<file path="config.mk">
export PLATFORM = sky130hd
export DESIGN_NAME = mwsm_divider
export DESIGN_NICKNAME = d
export VERILOG_FILES = /design/src/rtl/core/mwsm_divider.sv
export SDC_FILE = /design/constraint.sdc
export NUM_CORES = 2
export LEC_CHECK = 0
export ABC_AREA = 0
export ABC_CLOCK_PERIOD_IN_PS = 4050
export BUFFER_PORTS_ARGS = -buffer_cell sky130_fd_sc_hd__buf_2
export CELL_PAD_IN_SITES_DETAIL_PLACEMENT = 1
export CELL_PAD_IN_SITES_GLOBAL_PLACEMENT = 1
export CORE_AREA = 10 10 362 364
export CTS_CLUSTER_SIZE = 14
export DETAILED_ROUTE_END_ITERATION = 7
export DIE_AREA = 0 0 372 374
export PLACE_DENSITY = 0.86
export SETUP_SLACK_MARGIN = 0.15
export SKIP_LAST_GASP = 1
export SLEW_MARGIN = 20
export SYNTH_ARGS = -nofsm -noshare
export SYNTH_HDL_FRONTEND = slang
export SYNTH_SLANG_ARGS = --single-unit
</file>
<file path="constraint.sdc">
create_clock -name clk -period 4.05 [get_ports clk]
set_input_delay 0.2025 -clock clk [delete_from_list [all_inputs] [get_ports clk]]
set_output_delay 0.2025 -clock clk [all_outputs]
set_load 0.02 [all_outputs]
</file>
<file path="src/rtl/core/mwsm_divider.sv">
// ----------------------------------------------------------------------------
// Pipelined restoring divider
// Unsigned division, one quotient bit per register stage. The quotient must
// be known to fit in QUO_W bits (dividend < divisor << QUO_W).
// ----------------------------------------------------------------------------
module mwsm_divider #(
  parameter int DVD_W = 49,
  parameter int DIV_W = 34,
  parameter int QUO_W = 15
) (
  input  logic             clk,
  input  logic [DVD_W-1:0] dividend,
  input  logic [DIV_W-1:0] divisor,
  output logic [QUO_W-1:0] quotient
);

  // Working width holds the dividend and the divisor at its largest shift.
  localparam int W = (DVD_W > DIV_W + QUO_W) ? DVD_W : DIV_W + QUO_W;

  logic [W-1:0]     rem_r [QUO_W];
  logic [DIV_W-1:0] den_r [QUO_W];
  logic [QUO_W-1:0] quo_r [QUO_W];

  // Each stage tries the divisor at one shift, most significant bit first.
  for (genvar s = 0; s < QUO_W; s++) begin : g_stage
    logic [W-1:0]     rem_in;
    logic [W-1:0]     trial;
    logic [DIV_W-1:0] den_in;
    logic [QUO_W-1:0] quo_in;

    if (s == 0) begin : g_first
      assign rem_in = W'(dividend);
      assign den_in = divisor;
      assign quo_in = '0;
    end else begin : g_next
      assign rem_in = rem_r[s-1];
      assign den_in = den_r[s-1];
      assign quo_in = quo_r[s-1];
    end

    assign trial = W'(den_in) << (QUO_W - 1 - s);

    always_ff @(posedge clk) begin
      den_r[s] <= den_in;
      if (rem_in >= trial) begin
        rem_r[s] <= rem_in - trial;
        quo_r[s] <= quo_in | (QUO_W'(1) << (QUO_W - 1 - s));
      end else begin
        rem_r[s] <= rem_in;
        quo_r[s] <= quo_in;
      end
    end
  end

  assign quotient = quo_r[QUO_W-1];

endmodule

</file>
==> flow_summary.yaml <==
placement:
  io_buffer_count: 98
  dpl_worst_slack_ns: -0.116
  dpl.hpwl_um: 134000
  gp_congestion: 0.922
  place_area_um2: 63700
worst_setup_path:
  critical_path_arrival_ns: 4.66
  critPathTopFamily: "compound AO/OA/AOI/OAI gates"
  endpoint_kind: "flop"
  cp.required_ns: 4.75
  cp_cell_sequence: "inv_2 > ha_4 > inv_2 > fa_2 > a211oi_4 > o211a_1 > or4b_4 > nand4b_1 > a221o_1 > o311a_4 > or4b_4 > a211oi_4 > nand2_2 > nor3_2 > xor2_1"
  max_stage_delay_ns: 0.51
  path_buf_inv: 2
  cp-start-kind: "flop"
  cp_max_fo: 3
  cp.depth: 15
  path_class: "flop to flop"
  reg2reg_depth: 15
  crit_slowest_cell: "or4b_4"
flow_run:
  cap_violations: 0
layout:
  drive_above_1_share: 0.0993
  nNetsFinal: 7728
  fin_util: 0.566
  area_delta_synth_final_pct: 16.1
  design_area_um2: 69800
cts:
  cts.sinks: 1282
  clockBufferDepth: 3
  root_buffer: "clkbuf_16"
  ctsHtreeMaxLevel: 4
  clock_latency_ns: 0.78
  cts_buffers: 143
  tritoncts: "done"
  cts.clk_slew.worst_paths_ns: 0.06
logic_synthesis:
  synthTopCellsByArea: "dfxtp_1 (43%), ha_1 (11%), a21oi_1 (4.7%)"
  synth-edff-count: 0
  synthArstFlopShare: 0
  synth_top_cell_by_area: "dfxtp_1"
  syn_area_um2: 60200
  syn-num-nets: 7373
  yosys-top-cells-count: "dfxtp_1 (1,282), inv_1 (643), nand2_1 (602)"
  synth_ff_type: "dfxtp_1"
  synth_cell_type_count: 85
  yosys_warnings: 0
  synth_most_common_cell: "dfxtp_1"
  avgSynthCellArea_um2: 8.89
  synth_top_area_share: 0.427
  yosysSeqAreaShare: 0.427
  synth-seq-cells: 1282
  synth_cells: 6765
sta:
  post-route-period-util: 0.978
  period_minus_slack_ns: 3.96
  layout_setup_ws_ns: 0.0871
  finalSetupViolCount: 0
  fmax_ghz: 0.252
  max-slew-margin-rel: 0.393
  tightest_slew_ns: 0.899
  hold_viol_final: 0
  rsz0062_at_grt: "yes"
  final.setup_skew_ns: 0.0263
  slew_violations: 0
run_status:
  status: "finished, final reports clean"
pwr:
  p_sw_uw: 23600
  sw_frac_of_total: 0.396
  p_leak_uw: 0.0317
  internal_power_uw: 36000
  p_seq_frac: 0.316
  ir_drop_v: 0.000505
  clkPwrFrac: 0.217
  comb_power_share: 0.467
  p_per_area_nw_per_um2: 853
floorplan:
  start_util: 0.488
  die_x_um: 372
  core_area_um2: 123000
  dieArea_um2: 139000
  die_h_um: 374
  ios: 99
  std_cell_rows: 129
grt:
  grt_antenna_before_repair: 1
  overflow: 0
  grt_pass1_vias: 53900
  grt_usage: 0.248
  grt_start_max_net_pins: 64
  grt_pass1_wl_um: 282000
routing:
  firstDrtPassIters: 7
  finalWirelength_um: 179000
  drc_errors: 0
  routedWlPerCell_um: 20.2
  via_per_inst: 5.58
  vias: 49498
  drtAntennaViolNets: 0
  dr.first_iter.drc_count: 2492
worst_hold_path:
  hold_depth: 2
  hp-class: "input pin to flop"
[worst register-to-register path: stages (launching register included)]
cell	delay, ns
dfxtp_2	0.32
inv_2	0.07
ha_4	0.14
inv_2	0.04
fa_2	0.37
a211oi_4	0.30
o211a_1	0.24
or4b_4	0.17
nand4b_1	0.18
a221o_1	0.44
o311a_4	0.36
or4b_4	0.51
a211oi_4	0.28
nand2_2	0.14
nor3_2	0.18
xor2_1	0.17
[repair_timing]
action | CTS | global route
gates cloned | 0 | 1
pin swaps | 7 | 18
endpoints found under the hold margin | 84 | 0
endpoints found under the setup margin | 31 | 124
buffers inserted | 13 | 6
gates resized for setup | 8 | 69
hold buffers | 87 | 0
[sequential cells by signal (all words and copies together) (netlist names)]
register / count
rem_r: 686
den_r: 476
quo_r: 120
[area by class of cell]
| cell class | instances | area (um^2) |
|---|---|---|
| Multi-Input combinational cell | 4658 | 31800 |
| Sequential cell | 1282 | 25700 |
| Inverter | 643 | 2420 |
| Clock inverter | 49 | 632 |
| Clock buffer | 206 | 4160 |
| Tap cell | 1637 | 2050 |
| Timing Repair Buffer | 392 | 3100 |
| Antenna cell | 3 | 7.51 |
| Fill cell | 14114 | 53500 |
[routing by layer]
layer | part of all wire | GRT usage | vias up
met5 | 0 | 0 | -
met4 | 0.081 | 0.179 | 0
met3 | 0.024 | 0.0315 | 527
met2 | 0.53 | 0.483 | 971
met1 | 0.36 | 0.235 | 23843
li1 | - | - | 24157
[layout by cell type, fill, tap and decap left out, types with 13 or more instances in the layout]
cell / count
xor2_1: 219
nand4_1: 110
nor2_1: 398
clkinv_2: 22
a21o_1: 278
buf_4: 191
or3_1: 22
a211oi_1: 36
o31ai_1: 48
clkbuf_8: 32
o31a_1: 22
a31o_2: 15
nand2_1: 601
buf_12: 13
dlygate4sd3_1: 87
nor2b_1: 67
o211ai_1: 23
nand3_1: 116
a21oi_1: 555
nand2b_1: 75
buf_2: 98
mux2_2: 63
or2_2: 30
and4_1: 13
clkbuf_16: 145
o21ai_0: 516
xnor2_1: 280
and3_1: 47
and2_1: 25
o21a_1: 58
ha_1: 505
dfxtp_1: 1280
nor4_1: 56
inv_1: 640
a31oi_1: 43
clkbuf_1: 30
nor3_1: 76
o21bai_1: 71
[through the flow]
step                hold slack [ns]  power [uW]  setup TNS (ns)  cells
finish                       0.0720       59600               0   8870
global route                 0.0515       63800        -0.00150   8867
CTS                          0.0281       59400               0   8860
detailed placement            0.313       45700          -0.197   8505
global placement              0.310       44700          -0.146   8505
floorplan                     0.230       37800               0   6765
[worst paths after layout]
| kind | startpoint | endpoint | slack (ns) |
|---|---|---|---|
| max | rem_r[1][197] | rem_r[1][288] | 0.09 |
| min | divisor[32] | den_r[0][32] | 0.07 |
| max reg2reg | rem_r[1][197] | rem_r[1][288] | 0.09 |
| min reg2reg | quo_r[1][8] | quo_r[1][23] | 0.32 |
[power by group through the flow]
stage | combinational, uW | clock, uW | sequential (uW)
2_1_floorplan | 19800 | 0 | 18000
3_3_place_gp | 25900 | 0 | 18900
3_5_place_dp | 26800 | 0 | 19000
4_1_cts | 27400 | 13200 | 18800
5_1_grt | 30800 | 13800 | 19200
6_report | 27800 | 12900 | 18800
[logic make-up after synthesis]
group	share of synthesized area
AO/OA/AOI/OAI	0.189
XOR/XNOR	0.0728
adder cells (fa/ha/maj)	0.111
buffers and inverters	0.0518
flip-flops	0.427
multiplexers	0.0130
AND/OR/NAND/NOR	0.136
Note: power is estimated with default switching activity, not from simulation.
